### src/hdl/hbtm_pkg.sv
// hbtm_pkg: shared types and constants of the heartbeat timeout monitor.
// Transaction structs, chain token and cell status types.
// No dependencies.
`default_nettype none

package hbtm_pkg;

	localparam int CHANNELS   = 32;
	localparam int CHAN_IDX_W = $clog2(CHANNELS + 1);

	localparam logic [CHAN_IDX_W-1:0] CHAN_NONE = CHAN_IDX_W'(CHANNELS);

	localparam logic [9:0] SCAN_PERIOD_RST = 10'd2;
	localparam logic       REG_SCAN_PERIOD = 1'b0;

	typedef enum logic [1:0] {
		REQ_TICK   = 2'd0,
		REQ_ARRIVE = 2'd1,
		REQ_QUERY  = 2'd2,
		REQ_LOAD   = 2'd3
	} req_e;

	typedef struct packed {
		logic [1:0]  req_type;
		logic [4:0]  channel;
		logic        data_error;
		logic [4:0]  range_start;
		logic [4:0]  range_end;
		logic        find_error;
		logic [15:0] offline_ticks;
		logic [15:0] online_ticks;
		logic [7:0]  priority_req;
		logic        enable;
	} hb_in_t;

	typedef struct packed {
		logic [31:0] error_bitmap;
		logic [31:0] lost_bitmap;
		logic        any_lost;
		logic [5:0]  display_channel;
		logic        scanned;
		logic        data_error_event;
		logic        query_found;
		logic [4:0]  query_index;
	} hb_out_t;

	// token handed from cell to cell, one hop per cycle
	typedef struct packed {
		logic                  valid;
		logic                  scan;
		hb_in_t                item;
		logic [CHAN_IDX_W-1:0] idx;
		logic [7:0]            best_pri;
		logic [CHAN_IDX_W-1:0] best_idx;
		logic                  found;
		logic [4:0]            qidx;
	} hb_tok_t;

	typedef struct packed {
		logic err;
		logic hit;
	} cell_stat_t;

endpackage

`default_nettype wire

### src/hdl/hbtm_cell.sv
// hbtm_cell: one channel of the watchdog chain; holds that channel's state
// and forwards the token to its neighbor. Depends on hbtm_pkg.
`default_nettype none

module hbtm_cell (
	input  wire logic                clk,
	input  wire logic                arst_n,
	input  wire logic [31:0]         now,
	input  wire hbtm_pkg::hb_tok_t   tok_in,
	output hbtm_pkg::hb_tok_t        tok_out,
	output hbtm_pkg::cell_stat_t     stat
);
	import hbtm_pkg::*;

	logic        en_q, err_q, lost_q, derr_q, hit_q;
	logic [31:0] last_q, since_q;
	logic [15:0] offl_q, onl_q;
	logic [7:0]  prio_q;
	hb_tok_t     tok_q;

	logic        sel, is_off, unstable, in_range, scan_here, query_here;
	logic [31:0] age_last, age_since;
	hb_tok_t     tok_d;

	always_comb begin
		sel        = tok_in.idx == {1'b0, tok_in.item.channel};
		age_last   = now - last_q;
		age_since  = now - since_q;
		is_off     = age_last > {16'd0, offl_q};
		unstable   = age_since < {16'd0, onl_q};
		in_range   = (tok_in.idx >= {1'b0, tok_in.item.range_start}) &&
			(tok_in.idx <= {1'b0, tok_in.item.range_end});
		scan_here  = tok_in.valid && tok_in.scan && en_q;
		query_here = tok_in.valid && (tok_in.item.req_type == REQ_QUERY) &&
			(tok_in.item.range_start <= tok_in.item.range_end);

		tok_d     = tok_in;
		tok_d.idx = tok_in.idx + 1'b1;
		if (scan_here && is_off && (prio_q > tok_in.best_pri)) begin
			tok_d.best_pri = prio_q;
			tok_d.best_idx = tok_in.idx;
		end
		if (query_here && !tok_in.found && in_range && (err_q == tok_in.item.find_error)) begin
			tok_d.found = 1'b1;
			tok_d.qidx  = tok_in.idx[4:0];
		end
	end

	// flags and token
	always_ff @(posedge clk or negedge arst_n) begin
		if (!arst_n) begin
			en_q   <= 1'b0;
			err_q  <= 1'b0;
			lost_q <= 1'b0;
			derr_q <= 1'b0;
			hit_q  <= 1'b0;
			tok_q  <= '0;
		end else begin
			tok_q <= tok_d;
			if (tok_in.valid) begin
				hit_q <= scan_here && is_off;
				if (scan_here) begin
					if (is_off) begin
						if (!err_q) begin
							lost_q <= 1'b1;
							err_q  <= 1'b1;
						end
					end else if (unstable) begin
						lost_q <= 1'b0;
						err_q  <= 1'b1;
					end else begin
						lost_q <= 1'b0;
						err_q  <= derr_q;
					end
				end else if (sel && tok_in.item.req_type == REQ_ARRIVE) begin
					lost_q <= 1'b0;
					if (tok_in.item.data_error) begin
						err_q  <= 1'b1;
						derr_q <= 1'b1;
					end else begin
						derr_q <= 1'b0;
					end
				end else if (sel && tok_in.item.req_type == REQ_LOAD) begin
					en_q   <= tok_in.item.enable;
					err_q  <= 1'b1;
					lost_q <= 1'b1;
					derr_q <= 1'b1;
				end
			end
		end
	end

	// timestamps and settings, undefined until loaded
	always_ff @(posedge clk) begin
		if (tok_in.valid && sel) begin
			if (tok_in.item.req_type == REQ_ARRIVE) begin
				last_q <= now;
				if (lost_q)
					since_q <= now;
			end else if (tok_in.item.req_type == REQ_LOAD) begin
				last_q  <= now;
				since_q <= now;
				offl_q  <= tok_in.item.offline_ticks;
				onl_q   <= tok_in.item.online_ticks;
				prio_q  <= tok_in.item.priority_req;
			end
		end
	end

	assign tok_out  = tok_q;
	assign stat.err = err_q;
	assign stat.hit = hit_q;

endmodule

`default_nettype wire

### config.mk
export PLATFORM = sky130hd
export DESIGN_NAME = hbtm_cell
export DESIGN_NICKNAME = d
export VERILOG_FILES = /design/src/hdl/hbtm_pkg.sv /design/src/hdl/hbtm_cell.sv
export SDC_FILE = /design/constraint.sdc
export NUM_CORES = 1
export LEC_CHECK = 0
export ABC_AREA = 1
export BUFFER_PORTS_ARGS = -buffer_cell sky130_fd_sc_hd__buf_2
export CAP_MARGIN = 40
export CORE_ASPECT_RATIO = 0.8
export CORE_MARGIN = 3
export CORE_UTILIZATION = 55
export CTS_CLUSTER_DIAMETER = 30
export CTS_CLUSTER_SIZE = 8
export DETAILED_ROUTE_END_ITERATION = 10
export PLACE_DENSITY = 0.83
export RECOVER_POWER = 25
export SETUP_SLACK_MARGIN = 0.3
export SLEW_MARGIN = 5
export SYNTH_ARGS = -nofsm -noshare
export SYNTH_HDL_FRONTEND = slang
export SYNTH_SLANG_ARGS = --single-unit
### constraint.sdc
create_clock -name clk -period 6.4 [get_ports clk]
set_clock_uncertainty 0.1 [all_clocks]
set_input_delay 1.6 -clock clk [delete_from_list [all_inputs] [get_ports clk]]
set_output_delay 1.6 -clock clk [all_outputs]
set_load 0.01 [all_outputs]
==> results of run 1 <==
[worst paths after layout]
path	start	endpoint	slack [ps]	cells after the start
worst max register to register	last_q[0]$_DFFE_PP_	tok_out[11]$_DFF_PN0_	2630	23
worst max-delay path	now[0]	tok_out[11]$_DFF_PN0_	1650	25
max in group asynchronous	arst_n	tok_out[63]$_DFF_PN0_	3610	3
min in group asynchronous	arst_n	tok_out[75]$_DFF_PN0_	1270	1
worst min register to register	hit_q$_DFFE_PN0P_	hit_q$_DFFE_PN0P_	410	2
worst min-delay path	hit_q$_DFFE_PN0P_	hit_q$_DFFE_PN0P_	410	2
[worst min-delay path: cells and delay by family, from the launching register on]
| family | cells | cell delay [ps] |
|---|---|---|
| flip-flops | 1 | 360 |
| AND/OR/NAND/NOR | 2 | 120 |
[cell usage in the layout, fill, tap and decap left out, drive strengths merged, types with 4 or more instances in the layout]
cell type  netlist  routed
nand2          454     454
inv            316     325
buf              4     164
nor2           143     143
ha             117     117
edfxtp         104     104
dfrtp           93      93
clkbuf           1      71
a21oi           64      64
nand3           64      64
o21ai           40      40
xor2            35      35
nand4           15      15
nor3            12      12
nand3b           7       7
o21bai           7       7
and2             5       5
a21o             5       5
a211oi           5       5
clkinv           0       4
[cells by family after synthesis]
group | after synthesis | share of synthesized area, %
adder cells (fa/ha/maj) | 119 | 12.3
flip-flops | 197 | 44.6
buffers and inverters | 321 | 10.1
AO/OA/AOI/OAI | 130 | 6.28
AND/OR/NAND/NOR | 707 | 24.0
XOR/XNOR | 38 | 2.72
[layer usage]
metal / GRT usage, % / up-vias / routed length [um]
li1: - / 5224 / -
met1: 36.2 / 5003 / 14200
met2: 43.8 / 433 / 14900
met3: 5.10 / 82 / 2240
met4: 8.87 / 2 / 920
met5: 0 / - / 13
[flip-flops by register name, summed over array words and instances (netlist names)]
| signal | flops |
|---|---|
| derr_q | 1 |
| en_q | 1 |
| err_q | 1 |
| hit_q | 1 |
| last_q | 32 |
| lost_q | 1 |
| offl_q | 16 |
| onl_q | 16 |
| prio_q | 8 |
| since_q | 32 |
| tok_out | 88 |
[cells in the mapped netlist, drive strengths merged (4+ instances only)]
| master | number |
|---|---|
| xor2 | 35 |
| nand4 | 15 |
| a211oi | 5 |
| nand3b | 7 |
| edfxtp | 104 |
| buf | 4 |
| o21bai | 7 |
| a21oi | 64 |
| ha | 117 |
| nor3 | 12 |
| inv | 316 |
| o21ai | 40 |
| a21o | 5 |
| nand3 | 64 |
| nor2 | 143 |
| nand2 | 454 |
| dfrtp | 93 |
| and2 | 5 |
[power breakdown]
group	leakage, nW	switching (W)	total, W	internal [W]
Clock	0.286	0.000540	0.00107	0.000531
Sequential	2.02	0.0000179	0.00139	0.00137
Combinational	5.26	0.000311	0.000488	0.000177
Total	7.57	0.000869	0.00295	0.00208
[metrics by stage]
| step | std cells | total power (W) | hold slack, ps | worst slack [ps] | area (um2) |
|---|---|---|---|---|---|
| after detailed placement | 2023 | 0.00190 | 375 | 1320 | 13700 |
| final | 2058 | 0.00295 | 408 | 1650 | 14200 |
| after global routing | 2058 | 0.00308 | 431 | 1250 | 14200 |
| after CTS | 2055 | 0.00297 | 403 | 1730 | 14300 |
| after global placement | 2020 | 0.00188 | 363 | 1410 | 13600 |
| after floorplan | 1512 | 0.00171 | 342 | 716 | 12200 |
[area by class of cell]
cell class	instances	area [um2]
fill	1809	7460
multi-input combinational	994	5560
sequential	197	5450
inverter	316	1190
timing repair buffer	216	1070
clock buffer	19	443
tap	300	375
clock inverter	13	133
antenna	3	7.51
==> flow_summary.toml, run 1 <==
[run_status]
status = "complete, no violations"

[floorplan]
fp.dieW_um = 173
io_pins = 212
die_h_um = 139
fp-row-count = 48
initial_core_util_pct = 56.4
die_area_um2 = 24100
core_um2 = 21700

[clock_tree]
cts_max_path_buffers = 2
path_clk_slew_ps = 80
cts_max_level = 4
cts_root_buf = "clkbuf_16"
cts_made_buffers = 17
hold_buffers = 0
clock_latency_ps = 450
cts.sinks = 197
cts_resized = 0
cts_tree = "built"
postCtsSetupBuffers = 0

[synth]
synth.distinct_cells = 40
ys.flop_type = "edfxtp_1"
synth.avg_cell_area_um2 = 8.08
synthCells = 1512
yosysSeqAreaShare_pct = 44.6
synth_largest_area_cell = "edfxtp_1"
syn-num-nets = 1753
synth_edf_count = 104
ys_seq_elements = 197
synthTopCellsByArea = "edfxtp_1 (26%), dfrtp_1 (19%), nand2_1 (13%)"
synth_area_um2 = 12200
netlist.area_leader.share_pct = 25.5
yosysWarnings = 0
async_flop_share_pct = 47.2

[sta]
setup_viol = 0
fmax_mhz = 211
rsz0062_at_grt = "no"
worst_pin_slew_ps = 1200
fin_tns_setup_ps = 0
slew_violations = 0
fin_crit_ps = 4750
max_slew_margin_pct = 20.2
hold_viol = 0
fin_crit_sh_pct = 74.2

[drt]
ant_nets = 0
initialDrtViolationCount = 805
drt-vias-per-instance = 5.22
avgRoutedWirePerCell_um = 15.7
drt_wl_total_um = 32300
vias = 10700
drt_pass1_iterations = 7
drc = 0

[power]
p_leak_nw = 7.57
ir_drop_v = 0.000159
p_per_area_nw_per_um2 = 208

[setup_path]
start_kind = "input pin"
crit_path_max_incr_delay_ps = 400
path_common_cell = "nand2_1"
cp_max_fo = 28
cp_top_family = "simple AND/OR/NAND/NOR gates"
crit_slowest_cell = "fa_1"
required_ps = 6660
cp-end-kind = "flip-flop"
critPathKind = "in2reg"
cp.arrival_ps = 5000
critPathBufInv = 3

[min_path]
hold_class = "reg2reg"

[final_layout]
nets = 1983
final_util_pct = 65.6
drive_gt1_share_pct = 14.4
area_growth_pct = 16.4

[run]
maxCapViolations = 0

[place]
numPortBuffers = 211
dpl.hpwl_um = 25900
gp_congestion = 1.04

[global_routing]
grt_pass1_wl_um = 51600
grt_pass1_vias = 10300
gr-usage-all-layers_pct = 26.8
antenna_found_initial = 4
grt_start_max_net_pins = 47
overflow = 0
Note: power is estimated with default switching activity, not from simulation.
==> inputs of run 2 (changes only) <==
--- a/config.mk
+++ b/config.mk
@@ -10,11 +10,11 @@
 export CAP_MARGIN = 40
 export CORE_ASPECT_RATIO = 0.8
 export CORE_MARGIN = 3
-export CORE_UTILIZATION = 55
+export CORE_UTILIZATION = 52
 export CTS_CLUSTER_DIAMETER = 30
 export CTS_CLUSTER_SIZE = 8
 export DETAILED_ROUTE_END_ITERATION = 10
-export PLACE_DENSITY = 0.83
+export PLACE_DENSITY = 0.82
 export RECOVER_POWER = 25
 export SETUP_SLACK_MARGIN = 0.3
 export SLEW_MARGIN = 5
==> constraint.sdc (replaced) <==
create_clock -name clk -period 3.82 [get_ports clk]
set_clock_uncertainty 0.1 [all_clocks]
set_input_delay 0.955 -clock clk [delete_from_list [all_inputs] [get_ports clk]]
set_output_delay 0.955 -clock clk [all_outputs]
set_load 0.01 [all_outputs]
==> flow_summary.toml, run 2 (same netlist as run 1, synthesis figures left out) <==
[run_status]
status = "complete, no violations"

[global_routing]
gr-usage-all-layers_pct = 27.3
grt_pass1_wl_um = 54100
grt_start_max_net_pins = 94
antenna_found_initial = 5
grt_pass1_vias = 10900
overflow = 0

[final_layout]
final_util_pct = 70.0
layout_common_cells = "nand2_1 (390), inv_1 (303), buf_2 (147)"
area_growth_pct = 30.6
largest_reg_flops = 88
final_cell_count_no_fill = 2177
drive_gt1_share_pct = 25.6
final_common_cell = "nand2_1"
nets = 2094

[clock_tree]
cts_max_path_buffers = 2
cts.sinks = 197
clock_latency_ps = 460
cts_tree = "built"
cts_max_level = 4
path_clk_slew_ps = 80
hold_buffers = 0
cts_root_buf = "clkbuf_16"
cts_made_buffers = 17

[min_path]
hold_class = "in2async"

[floorplan]
core_um2 = 22800
initial_core_util_pct = 53.6
die_h_um = 143
die_area_um2 = 25400
fp-row-count = 49
io_pins = 212
fp.dieW_um = 177

[power]
p_per_area_nw_per_um2 = 327
ir_drop_v = 0.000312
p_leak_nw = 8.24

[sta]
fmax_mhz = 265
fin_crit_ps = 3780
slew_violations = 0
fin_crit_sh_pct = 98.9
fin_tns_setup_ps = 0
rsz0062_at_grt = "yes"
hold_viol = 0
max_slew_margin_pct = 55.4
fin_ws_ps = 42.6
setup_viol = 0
holdWs_ps = 445
worst_pin_slew_ps = 667

[place]
gp_congestion = 0.954
place_ws_ps = -353
dpl.hpwl_um = 26000
numPortBuffers = 211
placed_cells = 2123

[setup_path]
timing.rr.end = "tok_out[17]$_DFF_PN0_"
start_kind = "input pin"
required_ps = 4090
reg2reg_from = "last_q[11]$_DFFE_PP_"
r2r_cells = 26
cp-end-kind = "flip-flop"
path_common_cell = "nand2_1"
crit_slowest_cell = "ha_1"
crit_path_max_incr_delay_ps = 300
cp_max_fo = 4
cp.arrival_ps = 4050
r2r_slack_ps = 220
critPathKind = "in2reg"

[drt]
drc = 0
drt_pass1_iterations = 5
avgRoutedWirePerCell_um = 17.5
vias = 11600
drt_wl_total_um = 38000
initialDrtViolationCount = 1132
ant_nets = 0
drt-vias-per-instance = 5.32

[run]
maxCapViolations = 0
==> run 2: routing by layer <==
layer / wire, um / share of wire (%) / global-route usage [%]
met1: 15500 / 41 / 35.5
met2: 18500 / 49 / 45.3
met3: 2640 / 7.0 / 5.24
met4: 1480 / 3.9 / 10.5
met5: 0 / 0 / 0
==> run 2: metrics by stage <==
step / total power, W / cell area (um2)
2_1_floorplan: 0.00287 / 12300
3_3_place_gp: 0.00323 / 14500
3_5_place_dp: 0.00327 / 14500
4_1_cts: 0.00512 / 15500
5_1_grt: 0.00543 / 16000
6_report: 0.00522 / 16000
==> run 2: how the worst max path moves through the flow <==
stage | start | end
2_1_floorplan | now[0] | tok_out[10]$_DFF_PN0_
3_3_place_gp | now[0] | tok_out[11]$_DFF_PN0_
3_5_place_dp | now[0] | tok_out[6]$_DFF_PN0_
4_1_cts | now[0] | tok_out[18]$_DFF_PN0_
5_1_grt | now[6] | tok_out[17]$_DFF_PN0_
6_report | now[11] | tok_out[17]$_DFF_PN0_
==> run 2: final cells by class <==
| cell class | instances | area [um2] |
|---|---|---|
| Sequential cell | 197 | 5450 |
| Antenna cell | 5 | 12.5 |
| Inverter | 316 | 1200 |
| Clock buffer | 18 | 450 |
| Fill cell | 1695 | 6850 |
| Timing Repair Buffer | 327 | 2030 |
| Clock inverter | 14 | 140 |
| Tap cell | 306 | 383 |
| Multi-Input combinational cell | 994 | 6300 |
==> run 2: repair_timing <==
item                       CTS  global route
pin swaps                   18            35
buffers inserted             7             8
setup endpoints to repair   17            17
resized for setup           55           112
cloned                       1             1
==> run 2: power breakdown <==
group / switching, W / internal (W) / total [W]
sequential: 0.0000340 / 0.00230 / 0.00234
clock: 0.000883 / 0.000959 / 0.00184
combinational: 0.000617 / 0.000423 / 0.00104
total: 0.00153 / 0.00369 / 0.00522
==> run 2: critical path: cells and delay by family <==
kind | cells | cell delay (ps)
fa+ha+maj | 2 | 560
simple gates | 17 | 1780
compound gates | 1 | 70
xor+xnor | 1 | 160
buf+inv | 5 | 520
==> inputs of run 3 (changes only) <==
--- a/config.mk
+++ b/config.mk
@@ -14,7 +14,7 @@
 export CTS_CLUSTER_DIAMETER = 30
 export CTS_CLUSTER_SIZE = 8
 export DETAILED_ROUTE_END_ITERATION = 10
-export PLACE_DENSITY = 0.82
+export PLACE_DENSITY = 0.78
 export RECOVER_POWER = 25
 export SETUP_SLACK_MARGIN = 0.3
 export SLEW_MARGIN = 5
==> flow_summary.toml, run 3 (same netlist as run 1, synthesis figures left out) <==
[run_status]
status = "complete, no violations"

[sta]
hold_viol = 0
fmax_mhz = 264
slew_violations = 0
worst_pin_slew_ps = 770
max_slew_margin_pct = 48.7
setup_viol = 0
holdWs_ps = 421
rsz0062_at_grt = "yes"
fin_crit_ps = 3780
fin_crit_sh_pct = 99.0

[final_layout]
layout_common_cells = "nand2_1 (408), inv_1 (305), buf_2 (162)"
area_growth_pct = 27.7
final_common_cell = "nand2_1"
nets = 2090
drive_gt1_share_pct = 23.7
multiInputGateArea_um2 = 6030
largest_reg_flops = 88
seqCellArea_um2 = 5450
fill_cells = 1814
fin_area_um2 = 15600

[drt]
avgRoutedWirePerCell_um = 16.2
ant_nets = 0
drt_pass1_iterations = 5
drc = 0
initialDrtViolationCount = 995
drt_wl_total_um = 35100
drt-vias-per-instance = 5.18
vias = 11200

[setup_path]
path_common_cell = "nand2_1"
crit_path_max_incr_delay_ps = 310
critPathKind = "in2reg"
r2r_cells = 25
cp.arrival_ps = 4050
reg2reg_from = "last_q[1]$_DFFE_PP_"
critPathBufInv = 4
r2r_slack_ps = 280
start_kind = "input pin"
timing.rr.end = "tok_out[16]$_DFF_PN0_"
required_ps = 4090
cp_top_family = "simple AND/OR/NAND/NOR gates"
cp-end-kind = "flip-flop"
crit_slowest_cell = "ha_4"
cp_max_fo = 8

[power]
combPwrFrac_pct = 19.2
intPower_w = 0.00357
p_per_area_nw_per_um2 = 325
pwr-share-clk_pct = 34.8
switchingPower_w = 0.00151
p_sw_share_pct = 29.7
p_leak_nw = 8.18
seqPwrFrac_pct = 46.0
ir_drop_v = 0.000341
total_power_w = 0.00508

[place]
gp_congestion = 0.964
dpl.hpwl_um = 26100
place_area_um2 = 14500
numPortBuffers = 211

[run]
maxCapViolations = 0

[global_routing]
grt_start_max_net_pins = 71
overflow = 0
grt_pass1_vias = 10800
grt_pass1_wl_um = 53900
antenna_found_initial = 3
gr-usage-all-layers_pct = 27.2

[floorplan]
die_area_um2 = 25400
fp.dieW_um = 177
core_um2 = 22800
die_h_um = 143
fp-row-count = 49
initial_core_util_pct = 53.6
io_pins = 212

[min_path]
min_from = "lost_q$_DFFE_PN0P_"
hold_class = "reg2reg"
whs_path_depth = 2
holdPathEnd = "lost_q$_DFFE_PN0P_"

[clock_tree]
cts_max_level = 4
cts_max_path_buffers = 2
clock_latency_ps = 440
cts_made_buffers = 17
cts_root_buf = "clkbuf_16"
cts_tree = "built"
hold_buffers = 0
path_clk_slew_ps = 80
cts.sinks = 197
==> run 3: worst max-delay path by stage <==
stage	cells after the start	to	from	slack (ps)
2_1_floorplan	25	tok_out[10]$_DFF_PN0_	now[0]	150
3_3_place_gp	27	tok_out[12]$_DFF_PN0_	now[0]	-230
3_5_place_dp	26	tok_out[12]$_DFF_PN0_	now[9]	-370
4_1_cts	24	err_q$_DFFE_PN0P_	now[3]	280
5_1_grt	27	tok_out[7]$_DFF_PN0_	now[8]	-50
6_report	27	tok_out[16]$_DFF_PN0_	now[8]	40
==> run 3: worst reg2reg max path: stages (launching register included) <==
cell	delay (ps)
edfxtp_1	390
inv_1	60
ha_1	290
nand2_1	80
nor2_2	140
nand2_1	90
nand3_1	140
nand2_1	90
nand2_2	100
xor2_2	170
ha_1	280
a21oi_1	190
o21ai_2	90
a21oi_1	120
nand2_1	70
nand2_1	60
nand3_1	60
nor2_1	80
nand2_1	90
nor2_4	170
nand2_4	90
nand3_4	110
buf_12	120
buf_12	130
nand2_2	50
o21ai_2	60
==> run 3: stage by stage <==
step           TNS [ps]  instances  utilization [%]  setup WS [ps]
6_report              0       2171             68.5           37.0
5_1_grt            -720       2171             68.5          -54.9
4_1_cts               0       2166             68.1            285
3_5_place_dp      -5450       2122             63.4           -365
3_3_place_gp      -3410       2121             63.3           -232
2_1_floorplan         0       1512                -            146
==> run 3: what timing repair did <==
| item | CTS | global route |
|---|---|---|
| buffers inserted | 10 | 2 |
| gates resized for setup | 56 | 40 |
| setup endpoints to repair | 17 | 17 |
| cloned | 2 | 0 |
| pin swaps | 26 | 21 |
==> run 3: power groups by stage <==
stage                     Combinational [W]  Clock (W)  Sequential, W
final                              0.000975    0.00177        0.00233
after CTS                          0.000937    0.00180        0.00233
after global placement             0.000856          0        0.00237
after global routing                0.00108    0.00189        0.00234
after detailed placement           0.000887          0        0.00238
after floorplan                    0.000470          0        0.00240
==> run 3: layout make-up <==
class                      instances  area share (%)
multi-input combinational        994            38.6
sequential                       197            34.9
timing repair buffer             323            12.7
inverter                         316            7.68
clock buffer                      17            2.72
tap                              306            2.45
clock inverter                    15           0.921
antenna                            3          0.0481
==> run 3: routing by layer <==
layer  GRT usage [%]  wire length [um]
met4            8.30              1040
met3            3.51              2090
met1            36.7             15100
met2            45.9             16900
met5               0                 0
